### src/rtl/fbfl_pkg.sv
`timescale 1ns / 1ps

package fbfl_pkg;

  // Width of the block count register and of the free and fresh counters.
  localparam int CNT_W = 7;
  // Width of the block index ports.
  localparam int IDX_PORT_W = 6;
  // Width of the status port.
  localparam int STATUS_W = 2;

  localparam int DEFAULT_MAX_BLOCKS = 64;
  localparam logic [CNT_W-1:0] BLOCK_COUNT_RESET = 7'd64;
  localparam logic [CNT_W-1:0] CNT_MAX = 7'd127;

  localparam logic [STATUS_W-1:0] ST_OK    = 2'd0;
  localparam logic [STATUS_W-1:0] ST_EMPTY = 2'd1;
  localparam logic [STATUS_W-1:0] ST_RANGE = 2'd2;

  localparam logic FUNC_ALLOC = 1'b0;
  localparam logic FUNC_FREE  = 1'b1;

  // A programmed count above the pool capacity acts as the capacity.
  function automatic logic [CNT_W-1:0] eff_count(input logic [CNT_W-1:0] bc,
                                                 input int unsigned maxb);
    logic [31:0] maxb_v;
    maxb_v = maxb;
    if (32'(bc) > maxb_v) begin
      return maxb_v[CNT_W-1:0];
    end
    return bc;
  endfunction

endpackage

### src/rtl/fbfl_ram.sv
`timescale 1ns / 1ps

module fbfl_ram #(
  parameter int WIDTH = 8,
  parameter int DEPTH = 64
) (
  input  logic                     clk,
  input  logic                     we,
  input  logic [$clog2(DEPTH)-1:0] waddr,
  input  logic [WIDTH-1:0]         wdata,
  input  logic                     re,
  input  logic [$clog2(DEPTH)-1:0] raddr,
  output logic [WIDTH-1:0]         rdata
);

  logic [WIDTH-1:0] mem [DEPTH];

  always_ff @(posedge clk) begin
    if (we) begin
      mem[waddr] <= wdata;
    end
    if (re) begin
      rdata <= mem[raddr];
    end
  end

endmodule

### src/rtl/fixed_block_free_list_allocator.sv
`timescale 1ns / 1ps

// Fixed-block pool allocator with a LIFO free list kept in a link memory.
// Request channel (in_valid/in_ready): func selects allocate or free, and
// block_index names the block to free. Every request gives exactly one result
// on the output channel (out_valid/out_ready): status, granted_index and the
// free block count after the request.
// Configuration channel (cfg_valid/cfg_ready): writing block_count
// reinitializes the pool; it is taken only while no request is in progress.
// On a request, the accept edge also reads the link memory at the list head
// and enters the execute state; the execute state then does the update and
// loads the result register once the output register is free or being taken.
// The link memory read is registered, hence the separate execute state.
// Reset empties the free list and restores a block count of 64; the link
// memory keeps its contents, since only written entries are ever read.
// When the receiver stalls, the result waits in the output register while one
// more request is accepted; that request holds until the result is taken.

module fixed_block_free_list_allocator
  import fbfl_pkg::*;
#(
  parameter int MAX_BLOCKS = DEFAULT_MAX_BLOCKS
) (
  input  logic                  clk,
  input  logic                  rst,
  input  logic                  cfg_valid,
  output logic                  cfg_ready,
  input  logic [CNT_W-1:0]      block_count,
  input  logic                  in_valid,
  output logic                  in_ready,
  input  logic                  func,
  input  logic [IDX_PORT_W-1:0] block_index,
  output logic                  out_valid,
  input  logic                  out_ready,
  output logic [STATUS_W-1:0]   status,
  output logic [IDX_PORT_W-1:0] granted_index,
  output logic [CNT_W-1:0]      free_blocks
);

  localparam int IW = $clog2(MAX_BLOCKS);
  localparam logic S_IDLE = 1'b0;
  localparam logic S_EXEC = 1'b1;

  logic                  state;
  logic [CNT_W-1:0]      pool_size;
  logic [IW-1:0]         list_head;
  logic                  list_nonempty;
  logic [CNT_W-1:0]      fresh_remaining;
  logic [CNT_W-1:0]      free_total;
  logic                  req_func;
  logic [IDX_PORT_W-1:0] req_index;

  logic [CNT_W-1:0]      n_eff;
  logic [CNT_W-1:0]      cfg_n;
  logic                  in_fire;
  logic                  cfg_fire;
  logic                  go;
  logic [31:0]           idx32;
  logic [31:0]           head32;
  logic [IW-1:0]         req_idx_w;
  logic [CNT_W-1:0]      fresh_dec;
  logic                  mem_we;
  logic [IW-1:0]         mem_rdata;

  logic [IW-1:0]         list_head_next;
  logic                  list_nonempty_next;
  logic [CNT_W-1:0]      fresh_remaining_next;
  logic [CNT_W-1:0]      free_total_next;
  logic [STATUS_W-1:0]   status_next;
  logic [IDX_PORT_W-1:0] granted_next;

  assign n_eff     = eff_count(pool_size, MAX_BLOCKS);
  assign cfg_n     = eff_count(block_count, MAX_BLOCKS);
  assign in_ready  = (state == S_IDLE);
  assign cfg_ready = (state == S_IDLE);
  assign in_fire   = in_valid && in_ready;
  assign cfg_fire  = cfg_valid && cfg_ready;
  assign go        = (state == S_EXEC) && (!out_valid || out_ready);
  assign idx32     = 32'(req_index);
  assign head32    = 32'(list_head);
  assign req_idx_w = idx32[IW-1:0];
  assign fresh_dec = fresh_remaining - 7'd1;

  // The link at the current head is fetched on the accept edge, so the pop
  // has it ready in the execute cycle. No write lands between the two.
  fbfl_ram #(
    .WIDTH(IW),
    .DEPTH(MAX_BLOCKS)
  ) u_link_ram (
    .clk  (clk),
    .we   (mem_we),
    .waddr(req_idx_w),
    .wdata(list_nonempty ? list_head : req_idx_w),
    .re   (in_fire),
    .raddr(list_head),
    .rdata(mem_rdata)
  );

  always_comb begin
    list_head_next       = list_head;
    list_nonempty_next   = list_nonempty;
    fresh_remaining_next = fresh_remaining;
    free_total_next      = free_total;
    status_next          = ST_OK;
    granted_next         = '0;
    mem_we               = 1'b0;
    if (req_func == FUNC_ALLOC) begin
      if (list_nonempty) begin
        granted_next = head32[IDX_PORT_W-1:0];
        if (mem_rdata == list_head) begin
          list_nonempty_next = 1'b0;
          list_head_next     = '0;
        end else begin
          list_head_next = mem_rdata;
        end
        if (free_total != '0) begin
          free_total_next = free_total - 7'd1;
        end
      end else if (fresh_remaining != '0) begin
        fresh_remaining_next = fresh_dec;
        granted_next         = fresh_dec[IDX_PORT_W-1:0];
        if (free_total != '0) begin
          free_total_next = free_total - 7'd1;
        end
      end else begin
        status_next = ST_EMPTY;
      end
    end else begin
      if (32'(req_index) >= 32'(n_eff)) begin
        status_next = ST_RANGE;
      end else begin
        mem_we             = go;
        list_head_next     = req_idx_w;
        list_nonempty_next = 1'b1;
        if (free_total != CNT_MAX) begin
          free_total_next = free_total + 7'd1;
        end
      end
    end
  end

  always_ff @(posedge clk) begin
    if (rst) begin
      state           <= S_IDLE;
      pool_size       <= BLOCK_COUNT_RESET;
      list_head       <= '0;
      list_nonempty   <= 1'b0;
      fresh_remaining <= eff_count(BLOCK_COUNT_RESET, MAX_BLOCKS);
      free_total      <= eff_count(BLOCK_COUNT_RESET, MAX_BLOCKS);
      out_valid       <= 1'b0;
    end else begin
      if (out_valid && out_ready) begin
        out_valid <= 1'b0;
      end
      if (cfg_fire) begin
        pool_size       <= block_count;
        list_head       <= '0;
        list_nonempty   <= 1'b0;
        fresh_remaining <= cfg_n;
        free_total      <= cfg_n;
      end
      if (in_fire) begin
        state <= S_EXEC;
      end
      if (go) begin
        state           <= S_IDLE;
        list_head       <= list_head_next;
        list_nonempty   <= list_nonempty_next;
        fresh_remaining <= fresh_remaining_next;
        free_total      <= free_total_next;
        out_valid       <= 1'b1;
      end
    end
  end

  always_ff @(posedge clk) begin
    if (in_fire) begin
      req_func  <= func;
      req_index <= block_index;
    end
    if (go) begin
      status        <= status_next;
      granted_index <= granted_next;
      free_blocks   <= free_total_next;
    end
  end

  // An empty free list always parks its head at zero.
  assert property (@(posedge clk) disable iff (rst)
    !list_nonempty |-> list_head == '0)
    else $error("free list head not parked while list is empty");

  // Fresh blocks never exceed the configured pool.
  assert property (@(posedge clk) disable iff (rst)
    fresh_remaining <= n_eff)
    else $error("fresh block count beyond pool size");

  // A result that is not ok never carries a granted index.
  assert property (@(posedge clk) disable iff (rst)
    out_valid && status != ST_OK |-> granted_index == '0)
    else $error("granted index set on a failed request");

  // A stalled result must not be overwritten by the pending request.
  assert property (@(posedge clk) disable iff (rst)
    out_valid && !out_ready |=> out_valid && $stable(status) &&
      $stable(granted_index) && $stable(free_blocks))
    else $error("held result changed under stall");

  // Every accepted request completes in the execute state before the next.
  assert property (@(posedge clk) disable iff (rst)
    in_fire |=> state == S_EXEC && !in_ready)
    else $error("request accepted without entering execute");

endmodule

### config.mk
export PLATFORM = sky130hd
export DESIGN_NAME = fixed_block_free_list_allocator
export DESIGN_NICKNAME = d
export VERILOG_FILES = /design/src/rtl/fbfl_pkg.sv /design/src/rtl/fbfl_ram.sv /design/src/rtl/fixed_block_free_list_allocator.sv
export SDC_FILE = /design/constraint.sdc
export NUM_CORES = 1
export LEC_CHECK = 0
export BUFFER_PORTS_ARGS = -buffer_cell sky130_fd_sc_hd__buf_2
export CAP_MARGIN = 5
export CORE_UTILIZATION = 30
export DETAILED_ROUTE_END_ITERATION = 10
export GPL_TIMING_DRIVEN = 0
export SYNTH_ARGS = -nofsm -noshare
export SYNTH_HDL_FRONTEND = slang
export SYNTH_HIERARCHICAL = 1
export SYNTH_SLANG_ARGS = --single-unit
### constraint.sdc
create_clock -name clk -period 3.6 [get_ports clk]
set_input_delay 0.54 -clock clk [delete_from_list [all_inputs] [get_ports clk]]
set_output_delay 0.54 -clock clk [all_outputs]
set_load 0.02 [all_outputs]
==> out/metrics.cfg, run 1 <==
[place]
place.gp.congestion=0.921
numPortBuffers=35
dp_hpwl_mm=29.7

[detailed_routing]
antenna_left=0
drt_first_iter_violations=968
firstDrtPassIters=6
remaining_drc_errors=0
routed_via_density=5.24
avgRoutedWirePerCell_um=23.0
vias=10300
routed_wl_mm=45.3

[pwr]
pwr_density_cell_nw_per_um2=517
switching_share=0.227
p_switching_w=0.00253
comb_power_share=0.083
seqPwrFrac=0.518
p_int_w=0.00862
p_leak_nw=6.60
pwr-share-clk=0.399
peakVddDrop_mv=0.313

[grt]
grt_use_met3=0.0280
grt_max_degree=65
grt_usage=0.144
grt_busiest_layer=met2
grt_pass1_wl_mm=66.8
antenna_found_initial=0
overflow=0
grt_pass1_vias=10200
grt_util_met1=0.199
grt_use_met2=0.232

[setup_path]
path_delay_family=simple AND/OR/NAND/NOR gates
crit_chain=clkbuf_1 > nor2b_1 > ha_1 > nand2b_1 > a211oi_1 > o21ai_1 > nor2_4 > buf_4 > nor2b_1 > nand4_1 > buf_4 > nor3_4 > buf_4
criticalPathCategory=reg -> reg
regToRegSetupSlack_ns=0.15
cp_slowest_stage_delay_ns=0.32
crit_fanout=10
path_buf_inv=4
start_kind=flip-flop
worstSetupEndpointType=flip-flop
critPathArrivalTime_ns=3.72
reg2reg_depth=13
crit_path_frequent_cell=buf_4
worst-path-stages=13
slowest_stage=nor2_4
worst_ep_required_time_ns=3.87

[layout]
utilization=0.358
drive_above_1_share=0.272
finalNetCount=1181
diodes=0
area_delta_synth_final_pct=18.0
fillers=5550

[logic_synthesis]
synth_edf_count=412
syn-num-nets=1082
ys_top_cells_by_area=edfxtp_1, mux4_2, dfxtp_1
avgSynthCellArea_um2=17.4
synth-async-reset-ratio=0
ys_seq_area_frac=0.709
synth-seq-cells=442
yosys_most_used_dff=edfxtp_1
post_synth_num_cell_types=70
ys.warnings.count=6
synth_top_area_frac=0.676
yosysTopAreaCell=edfxtp_1
netlist_instances=1052
netlist_area_um2=18300

[floorplanning]
die_w_um=249
core.rowCount=90
die-area_um2=62000
start_util=0.304
io_pins=37
core_um2=60200
die_y_um=249

[job]
maxCapViolations=0

[timing]
setup_viol=0
hold_viol_final=0
skew_ns=0.0261
setup-tns-final_ns=0
worstMarginPinSlew_ns=1.26
period_share=0.957
slew_viol_final=0
maxSlewHeadroom=0.159
max_clock_freq_mhz=290
period_needed_ns=3.45

[clocking]
cts_sinks=442
htreeDepth=2
clk_latency_ns=0.57
path_clk_slew_ns=0.06
clockBufferDepth=3
root_buffer=clkbuf_16
ctsHoldBuffers=0
numCtsBuffers=45
cts_tree=yes

[worst_hold_path]
hold_depth=1
hold_class=in -> reg

[status]
status=complete, no violations

[cell type report]
class                           count  area [um^2]  area share
Multi-Input combinational cell    537         5320       0.247
Inverter                           12         45.0     0.00209
Timing Repair Buffer               52          432      0.0200
Buffer                             61          429      0.0199
Clock inverter                     20          198     0.00916
Clock buffer                       62         1200      0.0556
Tap cell                          782          978      0.0453
Sequential cell                   442        13000       0.601
[logic make-up after synthesis]
kind of cell	Yosys count	synth area share
AO/OA/AOI/OAI	146	0.0560
XOR/XNOR	11	0.00527
adder cells (fa/ha/maj)	11	0.00753
buffers and inverters	73	0.0259
flip-flops	442	0.709
multiplexers	121	0.132
AND/OR/NAND/NOR	248	0.0641
[cells in the mapped netlist, drive strengths merged (3+ instances only)]
master,instances
a211oi,13
a21o,4
a21oi,29
a221oi,3
a22o,13
a22oi,5
a311oi,5
a32o,3
and2,4
buf,28
clkbuf,32
dfxtp,30
edfxtp,412
ha,11
inv,12
mux2,12
mux2i,16
mux4,93
nand2,48
nand2b,14
nand3,14
nand3b,6
nand4,5
nor2,106
nor2b,14
nor3,13
nor3b,3
nor4,5
o211ai,3
o21a,3
o21ai,23
o221ai,9
o22a,6
o22ai,13
or2,4
or3b,3
xnor2,7
xor2,4
[worst reg2reg max path: stages (launching register included)]
cell      delay [ns]
dfxtp_1         0.31
clkbuf_1        0.28
nor2b_1         0.09
ha_1            0.27
nand2b_1        0.17
a211oi_1        0.30
o21ai_1         0.29
nor2_4          0.33
buf_4           0.18
nor2b_1         0.22
nand4_1         0.14
buf_4           0.23
nor3_4          0.19
buf_4           0.18
[path summary, 6_finish.rpt]
path	start	to
worst max-delay path	pool_size[6]$_SDFFE_PP1P_	u_link_ram/mem[49][0]$_DFFE_PP_
worst min-delay path	block_index[5]	req_idx_w[5]$_DFFE_PP_
worst max register to register	pool_size[6]$_SDFFE_PP1P_	u_link_ram/mem[49][0]$_DFFE_PP_
worst min register to register	pool_size[0]$_SDFFE_PP0P_	pool_size[0]$_SDFFE_PP0P_
[metal layers]
| metal | vias up | share of wire | routed length, um |
|---|---|---|---|
| li1 | 4432 | - | - |
| met1 | 5375 | 0.43 | 19500 |
| met2 | 412 | 0.47 | 21200 |
| met3 | 92 | 0.076 | 3420 |
| met4 | 0 | 0.026 | 1190 |
| met5 | - | 0 | 0 |
[cells in the final DEF (no fill, tap or decap), types with 9 or more instances in the layout]
cell type	n
nand2_1	45
o22ai_1	13
mux2_2	12
mux4_2	87
nor2_2	16
o221ai_1	9
ha_1	11
a21oi_1	29
a211oi_1	13
nor3_1	11
a22o_1	13
nor2_1	49
nand3_1	10
clkinv_1	11
nor2_4	41
clkbuf_1	42
o21ai_0	12
nor2b_1	13
inv_1	12
nand2b_1	14
clkbuf_16	45
mux2i_1	16
edfxtp_1	412
buf_4	13
dfxtp_1	30
buf_2	48
[metrics by stage]
stage               cells  setup WS [ns]  hold WS, ns  area, um^2  total power [W]
detailed placement   1875         -0.647        0.446       19600          0.00676
floorplan            1052         -0.272        0.432       18300          0.00644
global route         1968        -0.0329        0.136       21600           0.0115
CTS                  1960         -0.320        0.135       21300           0.0112
finish               1968          0.153        0.160       21600           0.0111
global placement     1869          -3.63        0.444       19400          0.00673
[power groups by stage]
| stage | registers, W | logic, W | clock network (W) |
|---|---|---|---|
| final | 0.00577 | 0.000924 | 0.00445 |
| after global routing | 0.00577 | 0.000994 | 0.00474 |
| after CTS | 0.00577 | 0.000895 | 0.00456 |
| after detailed placement | 0.00588 | 0.000879 | 0 |
| after global placement | 0.00590 | 0.000827 | 0 |
| after floorplan | 0.00590 | 0.000548 | 0 |
[repair_timing]
action	in CTS	in global routing
pin swaps	1	2
setup buffers	3	6
setup endpoints to repair	384	348
resized for setup	64	53
[flip-flops by register name, summed over array words and instances, names as in the netlist]
| name | flops |
|---|---|
| u_link_ram/mem | 384 |
| free_blocks | 7 |
| free_total | 7 |
| fresh_remaining | 7 |
| pool_size | 7 |
| granted_index | 6 |
| list_head | 6 |
| req_idx_w | 6 |
| u_link_ram/rdata | 6 |
| status | 2 |
| list_nonempty | 1 |
| out_valid | 1 |
| req_func | 1 |
| state | 1 |
No activity file was read; power rests on OpenSTA's default activity.
==> run 2: changes to the inputs <==
- clock period: 3.6 -> 2.89 ns (I/O delays scaled with it)
==> run 2 against run 1 <==
Net effect: via count decreased by 1.3%; core utilization up 0.35 points; clock skew is 0.0094 ns higher; final area grew 0.99%; first-iteration DRC count shrank 2.7%; maximum frequency grew 22%; flip-flop and latch count unchanged; worst setup slack got worse by 0.089 ns; largest power group unchanged; hold slack worse by 0.13 ns; critical path type unchanged; critical endpoint is now u_link_ram/rdata[4]$_DFFE_PP_.
==> out/metrics.cfg, run 2 (synthesis results as in run 1) <==
[worst_hold_path]
hold_class=in -> reg

[layout]
layout_commonest_cell=edfxtp_1
layout_common_cells=edfxtp_1, mux4_2, nor2_4
area_delta_synth_final_pct=19.1
drive_above_1_share=0.294
largest_register_ffs=384
postLayoutCellArea_um2=21800
diodes=0
regMostFlops=u_link_ram/mem
instances_no_fill=1971
finalNetCount=1185

[timing]
hold_viol_final=0
maxSlewHeadroom=0.199
worstMarginPinSlew_ns=1.20
slew_viol_final=0
skew_ns=0.0355
period_share=0.978
worst_slack_ns=0.0639
max_clock_freq_mhz=354
whs_ns=0.0343
setup_viol=0
period_needed_ns=2.83

[floorplanning]
core.rowCount=90
die_w_um=249
core_um2=60200
die-area_um2=62000
die_y_um=249
start_util=0.304
io_pins=37

[setup_path]
start_kind=flip-flop
worstSetupEndpointType=flip-flop
crit_fanout=10
critPathArrivalTime_ns=3.12
criticalPathCategory=reg -> reg
worst_ep_required_time_ns=3.18

[detailed_routing]
remaining_drc_errors=0
firstDrtPassIters=6
drt_first_iter_violations=942
antenna_left=0
avgRoutedWirePerCell_um=22.6
routed_via_density=5.17
vias=10200
routed_wl_mm=44.6

[grt]
overflow=0
grt_max_degree=65
antenna_found_initial=0
grt_pass1_vias=10100
grt_pass1_wl_mm=66.3
grt_usage=0.143

[place]
pre_cts_ws_ns=-1.39
placed_cells=1875
numPortBuffers=35
dp_hpwl_mm=29.5
placed_area_um2=19700
place.gp.congestion=0.918

[clocking]
cts_tree=yes
ctsHoldBuffers=0
clockBufferDepth=3
root_buffer=clkbuf_16
path_clk_slew_ns=0.06
clk_latency_ns=0.58
cts_sinks=442
htreeDepth=2
numCtsBuffers=45

[pwr]
peakVddDrop_mv=0.397
pwr_density_cell_nw_per_um2=637
p_leak_nw=6.66

[status]
status=complete, no violations

[job]
maxCapViolations=0

## run 2: routing by layer
layer / vias up / GRT usage / share of wire
met5: - / 0 / 0
met4: 0 / 0.0460 / 0.032
met3: 81 / 0.0226 / 0.065
met2: 398 / 0.233 / 0.48
met1: 5263 / 0.195 / 0.43
li1: 4440 / - / -
## run 2: worst max-delay path, cell delays in order, from the launching register on
cell      delay (ns)
dfxtp_1         0.44
clkbuf_2        0.29
buf_2           0.40
buf_2           0.45
mux4_2          0.39
o22ai_1         0.18
nor3_1          0.14
o22a_1          0.23
## run 2: what timing repair did
item                                    CTS  global route
setup buffers                            14             0
endpoints found under the setup margin  396           362
pin swaps                                 8             3
gates resized for setup                 137            14
gates cloned                              0             0
## run 2: metrics by stage
step                power, W   TNS, ns   util
finish                0.0139         0  0.362
global route          0.0143  -0.00191  0.362
CTS                   0.0140   -0.0117  0.361
detailed placement   0.00843   -459.99  0.327
global placement     0.00839  -1435.54  0.323
floorplan            0.00803   -251.85      -
## run 2: path summary, 6_finish.rpt
check,startpoint,end,slack (ns),cells after the start
setup / recovery,list_head[1]$_SDFFE_PP0P_,u_link_ram/rdata[4]$_DFFE_PP_,0.06,7
hold / removal,func,req_func$_DFFE_PP_,0.03,1
setup reg to reg,list_head[1]$_SDFFE_PP0P_,u_link_ram/rdata[4]$_DFFE_PP_,0.06,7
hold reg to reg,pool_size[3]$_SDFFE_PP0P_,pool_size[3]$_SDFFE_PP0P_,0.46,2
## run 2: layout make-up
cell class | count | area (um^2)
Fill cell | 5529 | 38500
Sequential cell | 442 | 13000
Multi-Input combinational cell | 537 | 5480
Clock buffer | 56 | 1170
Tap cell | 782 | 978
Timing Repair Buffer | 57 | 497
Buffer | 60 | 435
Clock inverter | 25 | 214
Inverter | 12 | 45.0
## run 2: report_power, final
group	internal (W)	switching [W]	leakage [nW]	total (W)
combinational	0.000432	0.000733	2.01	0.00116
sequential	0.00713	0.0000615	3.97	0.00719
clock	0.00307	0.00244	0.681	0.00551
==> run 3: changes to the inputs <==
- CTS_BUF_LIST: unset -> sky130_fd_sc_hd__clkbuf_16
- PLACE_DENSITY: unset -> 0.55
==> run 3 against run 2 <==
Net effect: critical endpoint is now u_link_ram/mem[38][5]$_DFFE_PP_; critical path depth is 5 higher; via count up 0.24%; sequential power barely moved; core utilization increased by 0.29 points; flip-flop and latch count did not move; maximum frequency is 0.29% lower; combinational power about the same; hold slack worse by 0.0075 ns.
==> out/metrics.cfg, run 3 (synthesis results as in run 1) <==
[status]
status=complete, no violations

[floorplanning]
core.rowCount=90
start_util=0.304
die_w_um=249
io_pins=37
core_um2=60200
die-area_um2=62000
die_y_um=249

[detailed_routing]
drt_first_iter_violations=942
firstDrtPassIters=5
vias=10200
routed_wl_mm=46.7
avgRoutedWirePerCell_um=23.6
antenna_left=0
remaining_drc_errors=0
routed_via_density=5.15

[setup_path]
cp_slowest_stage_delay_ns=0.37
critPathArrivalTime_ns=3.09
criticalPathCategory=reg -> reg
start_kind=flip-flop
slowest_stage=dfxtp_4
worstSetupEndpointType=flip-flop
worst_ep_required_time_ns=3.15
crit_fanout=10
crit_chain=nand2b_1 > ha_4 > a211oi_4 > o31a_2 > o21ai_4 > nor2_2 > buf_6 > nor2b_4 > buf_12 > nand3_4 > buf_12 > nor2_4
crit_path_frequent_cell=buf_12

[grt]
grt_max_degree=65
grt_use_met2=0.244
antenna_found_initial=0
grt_pass1_wl_mm=69.7
grt_busiest_layer=met2
grt_pass1_vias=10400
grt_usage=0.152
grt_use_met3=0.0275
grt_util_met1=0.209
overflow=0

[clocking]
root_buffer=clkbuf_16
cts_sinks=442
path_clk_slew_ns=0.06
clockBufferDepth=3
htreeDepth=2
cts_tree=yes
clk_latency_ns=0.60
numCtsBuffers=47

[layout]
largest_register_ffs=384
layout_common_cells=edfxtp_1, mux4_2, nor2_4
seqCellArea_um2=13000
finalNetCount=1192
regMostFlops=u_link_ram/mem
area_delta_synth_final_pct=20.1
drive_above_1_share=0.299
instances_no_fill=1980
postLayoutCellArea_um2=22000
multi_input_area_um2=5500
layout_commonest_cell=edfxtp_1
fillers=5595
diodes=0

[timing]
max_clock_freq_mhz=353
period_share=0.981
slew_viol_final=0
setup_viol=0
whs_ns=0.0268
maxSlewHeadroom=0.171
skew_ns=0.0381
period_needed_ns=2.83
worstMarginPinSlew_ns=1.24
setup-tns-final_ns=0
hold_viol_final=0

[job]
maxCapViolations=0

[pwr]
seqPwrFrac=0.507
comb_power_share=0.084
pwr_density_cell_nw_per_um2=645
switching_share=0.235
p_int_w=0.0108
total_power_w=0.0142
peakVddDrop_mv=0.432
p_leak_nw=6.78
pwr-share-clk=0.409
p_switching_w=0.00333

[place]
placed_area_um2=19700
place.gp.congestion=0.903
placed_cells=1875
numPortBuffers=35
dp_hpwl_mm=30.6

[worst_hold_path]
hold_class=in -> reg

[run 3: cell types whose count changed in the layout (fill, tap and decap cells not counted), moves of 2 or more]
| cell | delta |
|---|---|
| inv_1 | +15 |
| clkinv_2 | -5 |
| nor2_4 | -3 |
| clkinv_1 | -2 |
| clkbuf_1 | -11 |
| buf_4 | +7 |
| clkbuf_16 | +4 |
| nor2_2 | +3 |
| buf_2 | -3 |
| buf_12 | +2 |
[run 3: per-stage QoR]
step | utilization | worst slack, ns
after CTS | 0.363 | 0.0330
after global placement | 0.323 | -4.41
after floorplan | - | -0.982
final | 0.365 | 0.0558
after global routing | 0.365 | -0.0168
after detailed placement | 0.327 | -1.45
[run 3: cell type report]
type	count	share of cell area
buffer	60	0.0202
multi-input combinational	537	0.250
sequential	442	0.591
clock buffer	49	0.0558
clock inverter	36	0.0117
inverter	12	0.00205
tap	782	0.0445
timing repair buffer	62	0.0245
[run 3: worst max-delay path, delay by kind of cell (launching register included)]
family	cells	cell delay, ns
buffers and inverters	3	0.50
adder cells (fa/ha/maj)	1	0.24
AO/OA/AOI/OAI	3	0.56
AND/OR/NAND/NOR	5	0.85
flip-flops	1	0.37
[run 3: path summary, 6_finish.rpt]
| path | depth (start not counted) | start | end | slack [ns] |
|---|---|---|---|---|
| worst max-delay path | 12 | pool_size[6]$_SDFFE_PP1P_ | u_link_ram/mem[38][5]$_DFFE_PP_ | 0.06 |
| worst min-delay path | 1 | block_index[2] | req_idx_w[2]$_DFFE_PP_ | 0.03 |
| worst max register to register | 12 | pool_size[6]$_SDFFE_PP1P_ | u_link_ram/mem[38][5]$_DFFE_PP_ | 0.06 |
| worst min register to register | 2 | pool_size[4]$_SDFFE_PP0P_ | pool_size[4]$_SDFFE_PP0P_ | 0.45 |
[run 3: power groups by stage]
| stage | combinational (W) | clock, W | sequential [W] |
|---|---|---|---|
| CTS | 0.00116 | 0.00593 | 0.00719 |
| global placement | 0.00105 | 0 | 0.00736 |
| global route | 0.00128 | 0.00618 | 0.00719 |
| detailed placement | 0.00110 | 0 | 0.00732 |
| floorplan | 0.000685 | 0 | 0.00734 |
| finish | 0.00119 | 0.00580 | 0.00719 |
[run 3: per-layer routing]
layer | vias up | share of wire
met5 | - | 0
met4 | 0 | 0.021
met3 | 71 | 0.060
met2 | 341 | 0.48
met1 | 5339 | 0.44
li1 | 4455 | -
[run 3: what timing repair did]
item / CTS / global route
setup buffers: 15 / 4
resized for setup: 142 / 12
pin swaps: 11 / 6
hold buffers: 0 / 0
setup endpoints to repair: 397 / 255
